===== src/hw/rtl/adsr_pkg.sv =====
`default_nettype none
// ----------------------------------------------------------------------------
// adsr_pkg
// Shared types and constants of the linear ADSR envelope core: phase codes,
// register indexes, field widths and the sequencer microprogram.
// ----------------------------------------------------------------------------
package adsr_pkg;

  localparam int unsigned MS_W    = 13;
  localparam int unsigned SUS_W   = 16;
  localparam int unsigned LVL_W   = 16;
  localparam int unsigned PH_W    = 2;
  localparam int unsigned CFG_A_W = 2;

  localparam logic [SUS_W-1:0] SUS_FULL = 16'd32768;

  localparam logic [MS_W-1:0]  ATTACK_RST  = 13'd10;
  localparam logic [MS_W-1:0]  DECAY_RST   = 13'd10;
  localparam logic [SUS_W-1:0] SUSTAIN_RST = 16'd16384;
  localparam logic [MS_W-1:0]  RELEASE_RST = 13'd10;

  // envelope phases
  localparam logic [PH_W-1:0] PH_ATTACK  = 2'd0;
  localparam logic [PH_W-1:0] PH_DECAY   = 2'd1;
  localparam logic [PH_W-1:0] PH_SUSTAIN = 2'd2;
  localparam logic [PH_W-1:0] PH_RELEASE = 2'd3;

  // configuration register indexes
  localparam logic [CFG_A_W-1:0] REG_ATTACK  = 2'd0;
  localparam logic [CFG_A_W-1:0] REG_DECAY   = 2'd1;
  localparam logic [CFG_A_W-1:0] REG_SUSTAIN = 2'd2;
  localparam logic [CFG_A_W-1:0] REG_RELEASE = 2'd3;

  // sequencer steps
  typedef enum logic [2:0] {
    ST_IDLE,
    ST_FLAGS,
    ST_DIV,
    ST_APPLY,
    ST_EMIT,
    ST_BACK
  } step_t;

  // jump conditions
  typedef enum logic [2:0] {
    JC_NEVER,
    JC_ALWAYS,
    JC_IN_WAIT,
    JC_NO_DIV,
    JC_DIV_MORE,
    JC_OUT_BUSY
  } jcond_t;

  typedef struct packed {
    logic   in_rdy;
    logic   load;
    logic   div;
    logic   apply;
    logic   emit;
    jcond_t cond;
    step_t  target;
  } ctrl_t;

  // microprogram rom
  function automatic ctrl_t seq_rom(input step_t pc);
    ctrl_t c;
    c = '{in_rdy: 1'b0, load: 1'b0, div: 1'b0, apply: 1'b0, emit: 1'b0,
          cond: JC_ALWAYS, target: ST_IDLE};
    unique case (pc)
      ST_IDLE: begin
        c.in_rdy = 1'b1;
        c.cond   = JC_IN_WAIT;
        c.target = ST_IDLE;
      end
      ST_FLAGS: begin
        c.load   = 1'b1;
        c.cond   = JC_NO_DIV;
        c.target = ST_APPLY;
      end
      ST_DIV: begin
        c.div    = 1'b1;
        c.cond   = JC_DIV_MORE;
        c.target = ST_DIV;
      end
      ST_APPLY: begin
        c.apply  = 1'b1;
        c.cond   = JC_NEVER;
      end
      ST_EMIT: begin
        c.emit   = 1'b1;
        c.cond   = JC_OUT_BUSY;
        c.target = ST_EMIT;
      end
      ST_BACK: begin
        c.cond   = JC_ALWAYS;
        c.target = ST_IDLE;
      end
      default: begin
        c.cond   = JC_ALWAYS;
        c.target = ST_IDLE;
      end
    endcase
    return c;
  endfunction

endpackage
`default_nettype wire


===== src/hw/rtl/adsr_envelope_generator_core.sv =====
`default_nettype none
// ----------------------------------------------------------------------------
// adsr_envelope_generator_core
// Linear ADSR envelope, one sample tick per input transaction.
//
// in_tdata carries the note flags of one tick; every accepted transaction
// gives exactly one out transaction with the level before the tick's step
// and the phase after the note flags. Configuration is written through
// cfg_we/cfg_addr/cfg_wdata; the user must do so only while no tick is in
// flight, which the block itself does not enforce.
// A microcoded sequencer runs each tick: accept, flag decode, a restoring
// divider that retires one quotient bit a cycle (skipped in sustain, in
// release without note-off and for zero times), level update, output
// write and return.
// The output is a register: a finished result waits there while the next
// tick is accepted and computed; if out_tready stays low the sequencer
// holds in its output step until the register frees up.
// Reset (rst_n low, synchronous) restores the register defaults, puts the
// envelope in release at level zero and drops out_tvalid.
// ----------------------------------------------------------------------------
module adsr_envelope_generator_core #(
  parameter int unsigned SAMPLES_PER_MS  = 48,
  parameter int unsigned LEVEL_FRAC_BITS = 23
) (
  input  wire logic        clk,
  input  wire logic        rst_n,
  // configuration
  input  wire logic                          cfg_we,
  input  wire logic [adsr_pkg::CFG_A_W-1:0]  cfg_addr,
  input  wire logic [adsr_pkg::SUS_W-1:0]    cfg_wdata,
  // ticks
  input  wire logic        in_tvalid,
  output logic             in_tready,
  input  wire logic [7:0]  in_tdata,   // [0] note_on, [1] note_off
  // results
  output logic             out_tvalid,
  input  wire logic        out_tready,
  output logic [23:0]      out_tdata   // [15:0] level, [17:16] phase
);

  localparam int unsigned F    = LEVEL_FRAC_BITS;
  localparam int unsigned LW   = F + 1;
  localparam int unsigned OSH  = F - 15;
  localparam int unsigned NMAX = SAMPLES_PER_MS * ((1 << adsr_pkg::MS_W) - 1);
  localparam int unsigned NW   = $clog2(NMAX + 1);
  localparam int unsigned CW   = $clog2(LW + 1);

  localparam logic [LW-1:0] FULL = {1'b1, {F{1'b0}}};
  localparam logic [LW-1:0] ONE  = {{(LW-1){1'b0}}, 1'b1};

  // configuration registers
  logic [adsr_pkg::MS_W-1:0]  attack_ms_r;
  logic [adsr_pkg::MS_W-1:0]  decay_ms_r;
  logic [adsr_pkg::SUS_W-1:0] sustain_r;
  logic [adsr_pkg::MS_W-1:0]  release_ms_r;

  // envelope state
  logic [adsr_pkg::PH_W-1:0] phase_r;
  logic [LW-1:0]             level_r;
  logic [NW-1:0]             rel_rem_r;
  logic [LW-1:0]             rel_step_r;

  // sequencer
  adsr_pkg::step_t pc_r, pc_nxt;
  adsr_pkg::ctrl_t ctrl;
  logic            jump;

  // per tick working registers
  logic                      on_r, off_r;
  logic                      nzero_r, rel_load_r;
  logic [LW-1:0]             div_q_r;
  logic [NW-1:0]             div_rem_r;
  logic [NW-1:0]             div_d_r;
  logic [CW-1:0]             div_cnt_r;
  logic [adsr_pkg::LVL_W-1:0] res_level_r;
  logic [adsr_pkg::PH_W-1:0]  res_phase_r;

  // output register
  logic                       out_valid_r;
  logic [adsr_pkg::LVL_W-1:0] out_level_r;
  logic [adsr_pkg::PH_W-1:0]  out_phase_r;

  // flag decode
  logic [adsr_pkg::SUS_W-1:0] sus_sat;
  logic [LW-1:0]              sus_int;
  logic [NW-1:0]              n_a, n_d, n_r, n_sel;
  logic [LW-1:0]              dvd_sel;
  logic [adsr_pkg::PH_W-1:0]  ph_new;
  logic                       rel_load, need_div, no_div;

  // divider step
  logic [NW:0]   trial, trial_diff;
  logic          trial_ge;

  // level update
  logic [LW-1:0] ramp_st, rel_st;
  logic [LW:0]   att_sum;
  logic          out_busy;

  assign sus_sat = (sustain_r > adsr_pkg::SUS_FULL) ? adsr_pkg::SUS_FULL : sustain_r;
  assign sus_int = LW'(sus_sat) << OSH;

  assign n_a = NW'(SAMPLES_PER_MS) * NW'(attack_ms_r);
  assign n_d = NW'(SAMPLES_PER_MS) * NW'(decay_ms_r);
  assign n_r = NW'(SAMPLES_PER_MS) * NW'(release_ms_r);

  assign rel_load = !on_r && off_r;
  assign ph_new   = on_r ? adsr_pkg::PH_ATTACK : (off_r ? adsr_pkg::PH_RELEASE : phase_r);

  always_comb begin
    n_sel    = n_r;
    dvd_sel  = level_r;
    need_div = 1'b0;
    case (ph_new)
      adsr_pkg::PH_ATTACK: begin
        n_sel    = n_a;
        dvd_sel  = FULL;
        need_div = 1'b1;
      end
      adsr_pkg::PH_DECAY: begin
        n_sel    = n_d;
        dvd_sel  = FULL - sus_int;
        need_div = 1'b1;
      end
      adsr_pkg::PH_RELEASE: begin
        n_sel    = n_r;
        dvd_sel  = level_r;
        need_div = rel_load;
      end
      default: begin
        need_div = 1'b0;
      end
    endcase
  end

  assign no_div = !need_div || (n_sel == '0);

  assign trial      = {div_rem_r, div_q_r[LW-1]};
  assign trial_diff = trial - {1'b0, div_d_r};
  assign trial_ge   = trial >= {1'b0, div_d_r};

  assign ramp_st = nzero_r ? FULL : ((div_q_r == '0) ? ONE : div_q_r);
  assign rel_st  = rel_load_r ? (nzero_r ? level_r : div_q_r) : rel_step_r;
  assign att_sum = {1'b0, level_r} + {1'b0, ramp_st};

  assign out_busy = out_valid_r && !out_tready;

  // sequencer
  assign ctrl = adsr_pkg::seq_rom(pc_r);

  always_comb begin
    case (ctrl.cond)
      adsr_pkg::JC_NEVER:    jump = 1'b0;
      adsr_pkg::JC_ALWAYS:   jump = 1'b1;
      adsr_pkg::JC_IN_WAIT:  jump = !in_tvalid;
      adsr_pkg::JC_NO_DIV:   jump = no_div;
      adsr_pkg::JC_DIV_MORE: jump = (div_cnt_r != CW'(1));
      adsr_pkg::JC_OUT_BUSY: jump = out_busy;
      default:               jump = 1'b1;
    endcase
    pc_nxt = jump ? ctrl.target : adsr_pkg::step_t'(pc_r + 3'd1);
  end

  assign in_tready  = ctrl.in_rdy;
  assign out_tvalid = out_valid_r;
  assign out_tdata  = {6'd0, out_phase_r, out_level_r};

  // control and envelope state
  always_ff @(posedge clk) begin
    if (!rst_n) begin
      pc_r         <= adsr_pkg::ST_IDLE;
      attack_ms_r  <= adsr_pkg::ATTACK_RST;
      decay_ms_r   <= adsr_pkg::DECAY_RST;
      sustain_r    <= adsr_pkg::SUSTAIN_RST;
      release_ms_r <= adsr_pkg::RELEASE_RST;
      phase_r      <= adsr_pkg::PH_RELEASE;
      level_r      <= '0;
      rel_rem_r    <= '0;
      rel_step_r   <= '0;
      out_valid_r  <= 1'b0;
    end else begin
      pc_r <= pc_nxt;

      if (cfg_we) begin
        unique case (cfg_addr)
          adsr_pkg::REG_ATTACK:  attack_ms_r  <= cfg_wdata[adsr_pkg::MS_W-1:0];
          adsr_pkg::REG_DECAY:   decay_ms_r   <= cfg_wdata[adsr_pkg::MS_W-1:0];
          adsr_pkg::REG_SUSTAIN: sustain_r    <= cfg_wdata;
          adsr_pkg::REG_RELEASE: release_ms_r <= cfg_wdata[adsr_pkg::MS_W-1:0];
          default: ;
        endcase
      end

      if (ctrl.load) begin
        phase_r <= ph_new;
        if (rel_load) begin
          rel_rem_r <= (n_r == '0) ? NW'(1) : n_r;
        end
      end

      if (ctrl.apply) begin
        if (rel_load_r) begin
          rel_step_r <= rel_st;
        end
        case (phase_r)
          adsr_pkg::PH_ATTACK: begin
            if (att_sum > {1'b0, FULL}) begin
              level_r <= FULL;
              phase_r <= adsr_pkg::PH_DECAY;
            end else begin
              level_r <= att_sum[LW-1:0];
            end
          end
          adsr_pkg::PH_DECAY: begin
            if ((level_r < ramp_st) || ((level_r - ramp_st) < sus_int)) begin
              level_r <= sus_int;
              phase_r <= adsr_pkg::PH_SUSTAIN;
            end else begin
              level_r <= level_r - ramp_st;
            end
          end
          adsr_pkg::PH_SUSTAIN: ;
          default: begin
            if (rel_rem_r != '0) begin
              level_r   <= (level_r > rel_st) ? (level_r - rel_st) : '0;
              rel_rem_r <= rel_rem_r - NW'(1);
            end
          end
        endcase
      end

      if (ctrl.emit && !out_busy) begin
        out_valid_r <= 1'b1;
      end else if (out_tready) begin
        out_valid_r <= 1'b0;
      end
    end
  end

  // datapath registers
  always_ff @(posedge clk) begin
    if (ctrl.in_rdy && in_tvalid) begin
      on_r  <= in_tdata[0];
      off_r <= in_tdata[1];
    end

    if (ctrl.load) begin
      res_level_r <= level_r[OSH +: adsr_pkg::LVL_W];
      res_phase_r <= ph_new;
      nzero_r     <= (n_sel == '0);
      rel_load_r  <= rel_load;
      div_q_r     <= dvd_sel;
      div_rem_r   <= '0;
      div_d_r     <= n_sel;
      div_cnt_r   <= CW'(LW);
    end

    if (ctrl.div) begin
      div_rem_r <= trial_ge ? trial_diff[NW-1:0] : trial[NW-1:0];
      div_q_r   <= {div_q_r[LW-2:0], trial_ge};
      div_cnt_r <= div_cnt_r - CW'(1);
    end

    if (ctrl.emit && !out_busy) begin
      out_level_r <= res_level_r;
      out_phase_r <= res_phase_r;
    end
  end

endmodule
`default_nettype wire

===== config.mk =====
export PLATFORM = sky130hd
export DESIGN_NAME = adsr_envelope_generator_core
export DESIGN_NICKNAME = d
export VERILOG_FILES = /design/src/hw/rtl/adsr_pkg.sv /design/src/hw/rtl/adsr_envelope_generator_core.sv
export SDC_FILE = /design/constraint.sdc
export NUM_CORES = 1
export LEC_CHECK = 0
export BUFFER_PORTS_ARGS = -buffer_cell sky130_fd_sc_hd__buf_2
export CORE_ASPECT_RATIO = 0.6
export CORE_UTILIZATION = 55
export DETAILED_ROUTE_END_ITERATION = 10
export PLACE_DENSITY = 0.72
export SETUP_SLACK_MARGIN = 0.02
export SLEW_MARGIN = 30
export SYNTH_ARGS = -nofsm -noshare
export SYNTH_HDL_FRONTEND = slang
export SYNTH_SLANG_ARGS = --single-unit

===== constraint.sdc =====
create_clock -name clk -period 11.65 [get_ports clk]
set_input_delay 1.7475 -clock clk [delete_from_list [all_inputs] [get_ports clk]]
set_output_delay 1.7475 -clock clk [all_outputs]
set_load 0.1 [all_outputs]

# Yosys cells after proc, flatten, opt, wreduce, memory -nomap -nowiden
# Index checks and enable logic that the tools add are counted.
[totals] mem_bits_ro=0 latchBits=0 mem_bits_rw=0 elab_cells=131 n_memories=0 in_bits=31 register_bits=235
[op_classes] n_mux=44 mul=3 reduce_logical=31 eq_ne=16 div=0 n_shift=0 bitwise_logic=1 magnitude_cmp=6 addsub=8
[op_table] cell="2-to-1 mux 24 bit" count=10
[op_table] cell="2-to-1 mux 19 bit" count=9
[op_table] cell="one-hot mux 24 bit (3 select lines)" count=1
[op_table] cell="< comparator 24 bit" count=2
[op_table] cell="one-hot mux 24 bit (2 select lines)" count=1
[op_table] cell="subtractor 24 bit" count=2
[op_table] cell="multiplier 2 x 13 -> 15 bit, first input constant" count=3
[op_table] cell="logical NOT 19 bit" count=2
[op_table] cell="one-hot mux 19 bit (2 select lines)" count=1
[op_table] cell="adder 24 x 24 -> 25 bit" count=1
[op_table] cell="greater-than comparator 25 x 24 -> 1 bit, second input constant" count=1
[op_table] cell="greater-than comparator 24 bit" count=1
[op_table] cell="logical NOT 24 bit" count=1
[op_table] cell="subtractor 24 bit, first input constant" count=1
[op_table] cell="greater-or-equal comparator 20 x 19 -> 1 bit" count=1
[op_table] cell="nonzero test 19 bit" count=1
[op_table] cell="subtractor 19 x 1 -> 19 bit, second input constant" count=1
[op_table] cell="subtractor 19 bit" count=1
[op_table] cell="greater-than comparator 16 bit, second input constant" count=1
[op_table] cell="2-to-1 mux 16 bit" count=1
[op_table] cell="one-hot mux 3 bit (5 select lines)" count=1
[op_table] cell="== test 3 x 2 -> 1 bit, second input constant" count=4
[op_table] cell="2-to-1 mux 2 bit" count=6
[op_table] cell="2-to-1 mux 5 bit" count=2
[op_table] cell="other kinds (25)" count=54

# Logic depth before layout (Yosys ltp)
# Gate-level depths: netlist of run 1.
[depth] word_depth=9 ltp_mapped=26 mapped_depth_nobuf=23

# Worst setup path after synthesis of run 1
# No wires, ideal clock.
[synth_path] kind="flip-flop to flip-flop" start="register nzero_r" end="register level_r[15]" slack_ps=6225 stages_incl_launch_ff=25 required_ps=11563 arrival_time_ps=5338 cell_sequence="edfxtp_1 clkbuf_1 buf_1 o22ai_1 ha_1 fa_1 nor2b_1 o2111ai_1 a311o_1 a31oi_1 nor2_1 o311ai_0 a21oi_1 xnor2_1 ha_1 nand4_1 or4_1 a31oi_1 o22ai_1 nor2_1 buf_2 buf_2 nand3_1 a31o_2 o31ai_1"
[synth_via] elab_chain_cells=6 elab_cells_between_ends=16 cone_classes="3 x add/sub; 4 x order compare; 8 x mux; 1 x reduce/logical"
[synth_lines] element="start, declared" line_no="adsr_envelope_generator_core.sv:70" source="logic nzero_r, rel_load_r;"
[synth_lines] element="start signal, assigned" line_no="adsr_envelope_generator_core.sv:250" source="nzero_r <= (n_sel == '0);"
[synth_lines] element="2-to-1 mux 24 bit (on tied branches)" line_no="adsr_envelope_generator_core.sv:142, adsr_envelope_generator_core.sv:143"
[synth_lines] element="subtractor 24 bit or 2-to-1 mux 24 bit (tied branches)" line_no="adsr_envelope_generator_core.sv:215, adsr_envelope_generator_core.sv:219, adsr_envelope_generator_core.sv:143"
[synth_lines] element="< comparator 24 bit, or another cell as far along" line_no="adsr_envelope_generator_core.sv:215" source="if ((level_r < ramp_st) || ((level_r - ramp_st) < sus_int)) begin"
[synth_lines] element="logical OR 1 bit or 2-to-1 mux 24 bit (tied branches)" line_no="adsr_envelope_generator_core.sv:215, adsr_envelope_generator_core.sv:225"
[synth_lines] element="2-to-1 mux 24 bit (on tied branches)" line_no="adsr_envelope_generator_core.sv:215, adsr_envelope_generator_core.sv:224"
[synth_lines] element="one-hot mux 24 bit (3 select lines) *" line_no="adsr_envelope_generator_core.sv:205" source="case (phase_r)"
[synth_lines] element="end signal, assigned" line_no="adsr_envelope_generator_core.sv:211" source="level_r <= att_sum[LW-1:0];"
[synth_lines] element="end signal, assigned" line_no="adsr_envelope_generator_core.sv:216" source="level_r <= sus_int;"
[synth_lines] element="end signal, assigned" line_no="adsr_envelope_generator_core.sv:219" source="level_r <= level_r - ramp_st;"
[synth_lines] element="end, declared" line_no="adsr_envelope_generator_core.sv:59" source="logic [LW-1:0] level_r;"
# Mark *: on every way between the ends. The rest lies on a longest branch, timed or not. The select of a mux whose other input is x is not followed.
# A chain may end at the register's enable or synchronous reset.

# Worst setup path in the final report of run 1
[layout_path] start="register nzero_r" end="register level_r[22]"
# The elaborated chain is that of the path after synthesis.

==> flow_metrics.env, run 1 <==
export IMPL_outcome="finished, final reports clean"
export IMPL_fillCellCount=2792
export IMPL_cap_viol_max_count=0
export IMPL_cts_hold_buffers=0
export IMPL_core_area_mm2=0.0315
export IMPL_synthDominantCellAreaShare_pct=17.3
export IMPL_sequential_cell_area_mm2=0.00566
export IMPL_fmax_mhz=139
export IMPL_post_synth_num_cell_types=106
export IMPL_fin_setup_tns_ns=0
export IMPL_synth_top_family_by_area="compound AO/OA/AOI/OAI gates"
export IMPL_cp_max_fo=48
export IMPL_r2r_end="level_r[22]$_SDFFE_PN0P_"
export IMPL_post_synth_inst_count=2153
export IMPL_ir_drop_v=0.000120
export IMPL_critPathCapture="level_r[22]$_SDFFE_PN0P_"
export IMPL_finish_net_count=2333
export IMPL_reg2regPathDepth=24
export IMPL_synth_edff_count=103
export IMPL_worst_clock_skew_ns=0.0220
export IMPL_timing_max_transition_violations_final=0
export IMPL_yosys_area_share_adder_pct=11.4
export IMPL_finalWeightedCongestion=1.00
export IMPL_max_slew_worst_pin_slew_ns=0.968
export IMPL_drt_first_iter_violations=2259
export IMPL_post_synthesis_compound_gate_area_fraction_pct=26.0
export IMPL_grt_first_pass_wirelength_um=89800
export IMPL_class_of_the_tightest_hold_or_removal_check="reg -> reg"
export IMPL_finalSetupViolCount=0
export IMPL_p_leak_uw=0.00807
export IMPL_postCtsSetupRepairBufs=0
export IMPL_initial_antenna_violation_count=0
export IMPL_cts_htree_levels=1
export IMPL_worstPathRequired_ns=12.05
export IMPL_worst_setup_path_type="reg -> reg"
export IMPL_start_util_pct=56.6
export IMPL_hold_violations=0
export IMPL_numClockSinks=231
export IMPL_die_h_um=142
export IMPL_synth_seq_cells=231
export IMPL_synthesis_area_mm2=0.0178
export IMPL_ios=57
export IMPL_die_width_um=235
export IMPL_drive_above_1_share_pct=7.50
export IMPL_final_cell_mix="279 x nand2_1, 203 x a21oi_1, 152 x ha_1"
export IMPL_fp_dieArea_mm2=0.0332
export IMPL_slew_headroom_pct=34.7
export IMPL_gr_usage_all_layers_pct=35.5
export IMPL_drt_wirelength_per_cell_um=23.0
export IMPL_post_dp_hpwl_um=45700
export IMPL_cts_repair_resized=0
export IMPL_port_buffers=44
export IMPL_grt_setup_unrepaired="false"
export IMPL_critical_path_arrival_ns=7.61
export IMPL_leading_cell_type_in_the_layout_fill_and_taps_excluded="nand2_1"
export IMPL_min_period_ns=7.21
export IMPL_tritoncts="built"
export IMPL_area_delta_synth_final_pct=6.47
export IMPL_startpoint_type="flip-flop"
export IMPL_row_count=50
export IMPL_placed_area_mm2=0.0182
export IMPL_vias_per_cell=6.56
export IMPL_part_of_the_yosys_area_used_for_sequential_elements_pct=31.7
export IMPL_postLayoutCellArea_mm2=0.0190
export IMPL_ys_dominant_reg_cell="dfxtp_1"
export IMPL_route_vias_total=16895
export IMPL_synth_simple_gate_area_share_pct=20.0
export IMPL_endpoint_kind="flip-flop"
export IMPL_grt_remaining_overflow=0
export IMPL_cts_root_buffer_cell="clkbuf_16"
export IMPL_crit_start="nzero_r$_DFFE_PP_"
export IMPL_synthXorXnorAreaFrac_pct=4.27
export IMPL_insertedDiodeCount=0
export IMPL_min_from="res_level_r[9]$_DFFE_PP_"
export IMPL_dr_pass1_iters=6
export IMPL_worst_skew_pair_latency_ns=0.56
export IMPL_netlist_top_cells_area="edfxtp_1 17%, dfxtp_1 14%, ha_1 11%"
export IMPL_synthDominantAreaCellType="edfxtp_1"
export IMPL_synth_avg_cell_area_um2=8.29
export IMPL_worst_setup_hold_path_clk_slew_ns=0.07
export IMPL_via_count_of_the_first_global_routing_pass=14890
export IMPL_critical_path_reg2reg_startpoint="nzero_r$_DFFE_PP_"
export IMPL_multi_input_comb_area_mm2=0.0113
export IMPL_multiplexer_area_fraction_after_synthesis_pct=1.11
export IMPL_number_of_synthesis_warnings=0
export IMPL_ff2ff_setup_slack_ns=4.44
export IMPL_p_per_area_mw_per_mm2=229
export IMPL_grt_max_degree=50
export IMPL_post_route_drc_count=0
export IMPL_post_route_period_util_pct=61.9
export IMPL_synthArstFlopShare_pct=0
export IMPL_clk_path_buf_depth=3
export IMPL_detail_route_wirelength_um=59200
export IMPL_cts_inserted_buffers=23
export IMPL_final_antenna_net_count=0
==> cell type report <==
class / instances / area share [%]
multi-input combinational: 1706 / 59.3
sequential: 231 / 29.8
inverter: 115 / 2.27
clock inverter: 11 / 0.547
timing repair buffer: 66 / 2.03
clock buffer: 30 / 3.38
tap: 416 / 2.74
==> where the power goes <==
group / internal [uW] / switching [uW]
Combinational: 804 / 1560
Clock: 415 / 342
Sequential: 1070 / 157
Total: 2290 / 2050
==> worst max-delay path, stage by stage (launching register included) <==
cell and delay (ns):
edfxtp_1 0.33, buf_4 0.45, nor2_1 0.17, nand4_1 0.16, o22ai_1 0.13, ha_1 0.25
fa_1 0.43, nor2b_1 0.13, o2111ai_1 0.25, a311o_1 0.48, a31oi_1 0.42, nor2_1 0.19
o311ai_0 0.36, a21oi_1 0.13, xnor2_1 0.21, ha_1 0.34, nand4_1 0.14, or4_1 0.53
a31oi_1 0.16, o22ai_1 0.15, nor2_1 0.13, buf_4 0.30, mux2_2 0.39, a221oi_1 0.65
a21oi_1 0.14
==> cells in the mapped netlist (15+ instances only) <==
cell type / n
nand2_1: 279
a21oi_1: 203
ha_1: 152
o21ai_0: 149
nor2_1: 145
dfxtp_1: 128
inv_1: 111
edfxtp_1: 103
clkbuf_1: 74
xnor2_1: 64
nor3_1: 52
nand3_1: 49
nand2b_1: 44
a21o_1: 37
nor2b_1: 31
o211a_1: 28
a31oi_1: 24
o211ai_1: 23
xor2_1: 23
a211oi_1: 22
a221oi_1: 22
o21bai_1: 19
nand4_1: 18
a21boi_0: 17
or3_1: 16
and2_1: 15
nor4_1: 15
==> per-layer routing <==
| layer | vias to the layer above | track usage (%) | part of all wire [%] |
|---|---|---|---|
| met5 | - | 0 | 0 |
| met4 | 0 | 4.45 | 1.0 |
| met3 | 53 | 16.2 | 16 |
| met2 | 941 | 41.8 | 35 |
| met1 | 8025 | 57.1 | 48 |
| li1 | 7876 | - | - |
==> metrics by stage <==
step	total power [uW]	setup WS [ns]	std cells	hold WS [ns]	util, %
6_report	4340	4.44	2575	0.417	60.2
5_1_grt	4600	4.20	2575	0.429	60.2
4_1_cts	4250	4.79	2575	0.419	60.2
3_5_place_dp	3490	4.82	2534	0.405	57.9
3_3_place_gp	3440	4.91	2534	0.404	57.8
2_1_floorplan	2850	6.23	2158	0.400	-
==> flip-flops by register name, summed over array words and instances (netlist names), 2 cells and up <==
name / count
div_cnt_r: 5
out_level_r: 16
pc_r: 3
sustain_r: 16
res_level_r: 16
res_phase_r: 2
level_r: 24
div_d_r: 15
release_ms_r: 13
div_q_r: 24
out_phase_r: 2
attack_ms_r: 13
phase_r: 2
rel_rem_r: 19
rel_step_r: 24
div_rem_r: 19
decay_ms_r: 13
==> kinds of logic (layout without fill, tap and decap cells) <==
group           count (synthesis)  count (layout)
simple gates                  737             737
other cells                     1               6
fa+ha+maj                     159             159
xor+xnor                       87              87
flops                         231             231
mux                            19              19
compound gates                698             698
buf+inv                       221             222
==> worst min path at each step <==
stage / depth (start not counted) / to / slack, ns
2_1_floorplan: 0 / out_level_r[0]$_DFFE_PP_ / 0.40
3_3_place_gp: 0 / out_level_r[7]$_DFFE_PP_ / 0.40
3_5_place_dp: 0 / out_level_r[11]$_DFFE_PP_ / 0.40
4_1_cts: 0 / out_level_r[9]$_DFFE_PP_ / 0.42
5_1_grt: 0 / out_level_r[7]$_DFFE_PP_ / 0.43
6_report: 0 / out_level_r[9]$_DFFE_PP_ / 0.42
No activity file was read; power rests on OpenSTA's default activity.
==> run 2: changes to the inputs <==
- ABC_AREA: default -> 1
- PLACE_DENSITY: 0.72 -> 0.75
- clock period: 11.65 -> 6 ns (I/O delays scaled with it)
==> run 2 against run 1 <==
  * First-iteration DRC count rose by 7.2%
  * Hold slack better by 0.00058 ns
  * Flip-flop and latch count is the same
  * Total power increased by 130%
==> flow_metrics.env, run 2 <==
export IMPL_drt_wirelength_per_cell_um=19.4
export IMPL_postCtsSetupRepairBufs=0
export IMPL_finalWeightedCongestion=1.06
export IMPL_cts_inserted_buffers=23
export IMPL_drt_first_iter_violations=2421
export IMPL_grt_setup_unrepaired="false"
export IMPL_cts_htree_levels=1
export IMPL_max_slew_worst_pin_slew_ns=0.930
export IMPL_worst_clock_skew_ns=0.0125
export IMPL_placed_area_mm2=0.0194
export IMPL_synthArstFlopShare_pct=0
export IMPL_postLayoutCellArea_mm2=0.0203
export IMPL_core_area_mm2=0.0338
export IMPL_final_cell_mix="614 x nand2_1, 389 x inv_1, 317 x nor2_1"
export IMPL_initial_antenna_violation_count=0
export IMPL_min_period_ns=5.66
export IMPL_part_of_the_yosys_area_used_for_sequential_elements_pct=29.9
export IMPL_cp_max_fo=19
export IMPL_crit_slowest_cell="nor4_1"
export IMPL_cts_root_buffer_cell="clkbuf_16"
export IMPL_final_instance_count_excl_fill=3298
export IMPL_cap_viol_max_count=0
export IMPL_row_count=52
export IMPL_synth_avg_cell_area_um2=6.71
export IMPL_number_of_synthesis_warnings=0
export IMPL_yosys_cell_count_top_type="nand2_1"
export IMPL_grt_first_pass_wirelength_um=96600
export IMPL_worst_skew_pair_latency_ns=0.55
export IMPL_cts_repair_resized=0
export IMPL_critical_path_arrival_ns=6.07
export IMPL_fmax_mhz=177
export IMPL_number_of_buffers_and_inverters_on_the_critical_path=2
export IMPL_tritoncts="built"
export IMPL_route_vias_total=19245
export IMPL_finish_net_count=3012
export IMPL_critPathMostFrequentCell="nand2_1"
export IMPL_synth_common_cells="614 x nand2_1, 391 x inv_1, 318 x nor2_1"
export IMPL_post_route_period_util_pct=94.3
export IMPL_synth_seq_cells=231
export IMPL_area_delta_synth_final_pct=7.13
export IMPL_grt_max_degree=60
export IMPL_post_route_drc_count=0
export IMPL_synthesis_area_mm2=0.0189
export IMPL_p_leak_uw=0.0102
export IMPL_outcome="finished, final reports clean"
export IMPL_post_synth_num_cell_types=57
export IMPL_die_h_um=146
export IMPL_cts_hold_buffers=0
export IMPL_netlist_top_cells_area="edfxtp_1 16%, dfxtp_1 14%, nand2_1 12%"
export IMPL_p_per_area_mw_per_mm2=485
export IMPL_worst_setup_hold_path_clk_slew_ns=0.08
export IMPL_final_antenna_net_count=0
export IMPL_vias_per_cell=5.84
export IMPL_synthDominantCellAreaShare_pct=16.3
export IMPL_slew_headroom_pct=37.6
export IMPL_worst_setup_path_type="reg -> reg"
export IMPL_largest_registers="div_q_r: 24 flops, level_r: 24 flops, rel_step_r: 24 flops"
export IMPL_post_synth_inst_count=2819
export IMPL_dr_pass1_iters=6
export IMPL_die_width_um=241
export IMPL_port_buffers=44
export IMPL_endpoint_kind="flip-flop"
export IMPL_fp_dieArea_mm2=0.0352
export IMPL_crit_family="compound AO/OA/AOI/OAI gates"
export IMPL_hold_violations=0
export IMPL_class_of_the_tightest_hold_or_removal_check="reg -> reg"
export IMPL_startpoint_type="flip-flop"
export IMPL_clk_path_buf_depth=3
export IMPL_synthDominantAreaCellType="edfxtp_1"
export IMPL_insertedDiodeCount=0
export IMPL_finalSetupViolCount=0
export IMPL_multi_input_comb_area_mm2=0.0112
export IMPL_grt_remaining_overflow=0
export IMPL_fillCellCount=3238
export IMPL_ys_dominant_reg_cell="dfxtp_1"
export IMPL_start_util_pct=56.0
export IMPL_post_dp_hpwl_um=50300
export IMPL_fin_setup_tns_ns=0
export IMPL_ios=57
export IMPL_timing_max_transition_violations_final=0
export IMPL_synth_edff_count=103
export IMPL_ir_drop_v=0.000312
export IMPL_post_place_cells=3256
export IMPL_via_count_of_the_first_global_routing_pass=16501
export IMPL_numClockSinks=231
export IMPL_detail_route_wirelength_um=63900
export IMPL_cpPeakStageDelay_ns=0.60
export IMPL_leading_cell_type_in_the_layout_fill_and_taps_excluded="nand2_1"
export IMPL_worstPathRequired_ns=6.41
export IMPL_gr_usage_all_layers_pct=35.9
export IMPL_drive_above_1_share_pct=6.66
export IMPL_sequential_cell_area_mm2=0.00566
export IMPL_critical_path_cell_chain="nor4_1, nand4_1, a21oi_1, ha_1, fa_1, inv_1, nand3_1, nand2_1, nand2_1, nand2_1, a21oi_1, o21ai_0, a21oi_1, xor2_1, inv_1, ha_1, nand2_1, o21a_1, o221a_2, nand2_2, nand2_4, o211ai_1, a21oi_2"
==> run 2: metal layers <==
metal,global-route usage [%],up-vias,part of all wire (%)
li1,-,9263,-
met1,59.4,8790,48
met2,41.9,1138,34
met3,14.9,54,17
met4,4.56,0,1.2
met5,0,-,0
==> run 2: final timing paths <==
path | end | from | slack [ns] | depth (start not counted)
min reg2reg | out_level_r[12]$_DFFE_PP_ | res_level_r[12]$_DFFE_PP_ | 0.42 | 0
max | level_r[20]$_SDFFE_PN0P_ | div_q_r[22]$_DFFE_PP_ | 0.34 | 23
min | out_level_r[12]$_DFFE_PP_ | res_level_r[12]$_DFFE_PP_ | 0.42 | 0
max reg2reg | level_r[20]$_SDFFE_PN0P_ | div_q_r[22]$_DFFE_PP_ | 0.34 | 23
==> run 2: per-stage QoR <==
| step | power, uW | setup WS [ns] | hold slack, ns | utilization [%] |
|---|---|---|---|---|
| finish | 9830 | 0.339 | 0.418 | 60.0 |
| global route | 10500 | 0.108 | 0.428 | 60.0 |
| CTS | 9600 | 0.541 | 0.419 | 60.0 |
| detailed placement | 7940 | 0.571 | 0.405 | 57.6 |
| global placement | 7840 | 0.667 | 0.404 | 57.5 |
| floorplan | 6480 | 2.04 | 0.400 | - |
==> run 2: cell type report <==
class	count	share of cell area, %
clock buffer	30	3.07
clock inverter	12	1.01
inverter	422	7.83
multi-input combinational	2075	55.4
sequential	231	27.9
tap	459	2.83
timing repair buffer	69	2.01
==> run 2: cell families after synthesis <==
group | share of synthesized area [%]
AO/OA/AOI/OAI | 16.3
XOR/XNOR | 3.33
adder cells (fa/ha/maj) | 10.8
other | 0.0198
flip-flops | 29.9
buffers and inverters | 11.0
AND/OR/NAND/NOR | 28.7
==> run 2: power by group <==
group          leakage, uW  total (uW)  switching (uW)  internal (uW)
clock network     0.000400        1630             671            955
logic              0.00776        5770            4080           1690
registers          0.00202        2440             291           2140
total               0.0102        9830            5040           4790
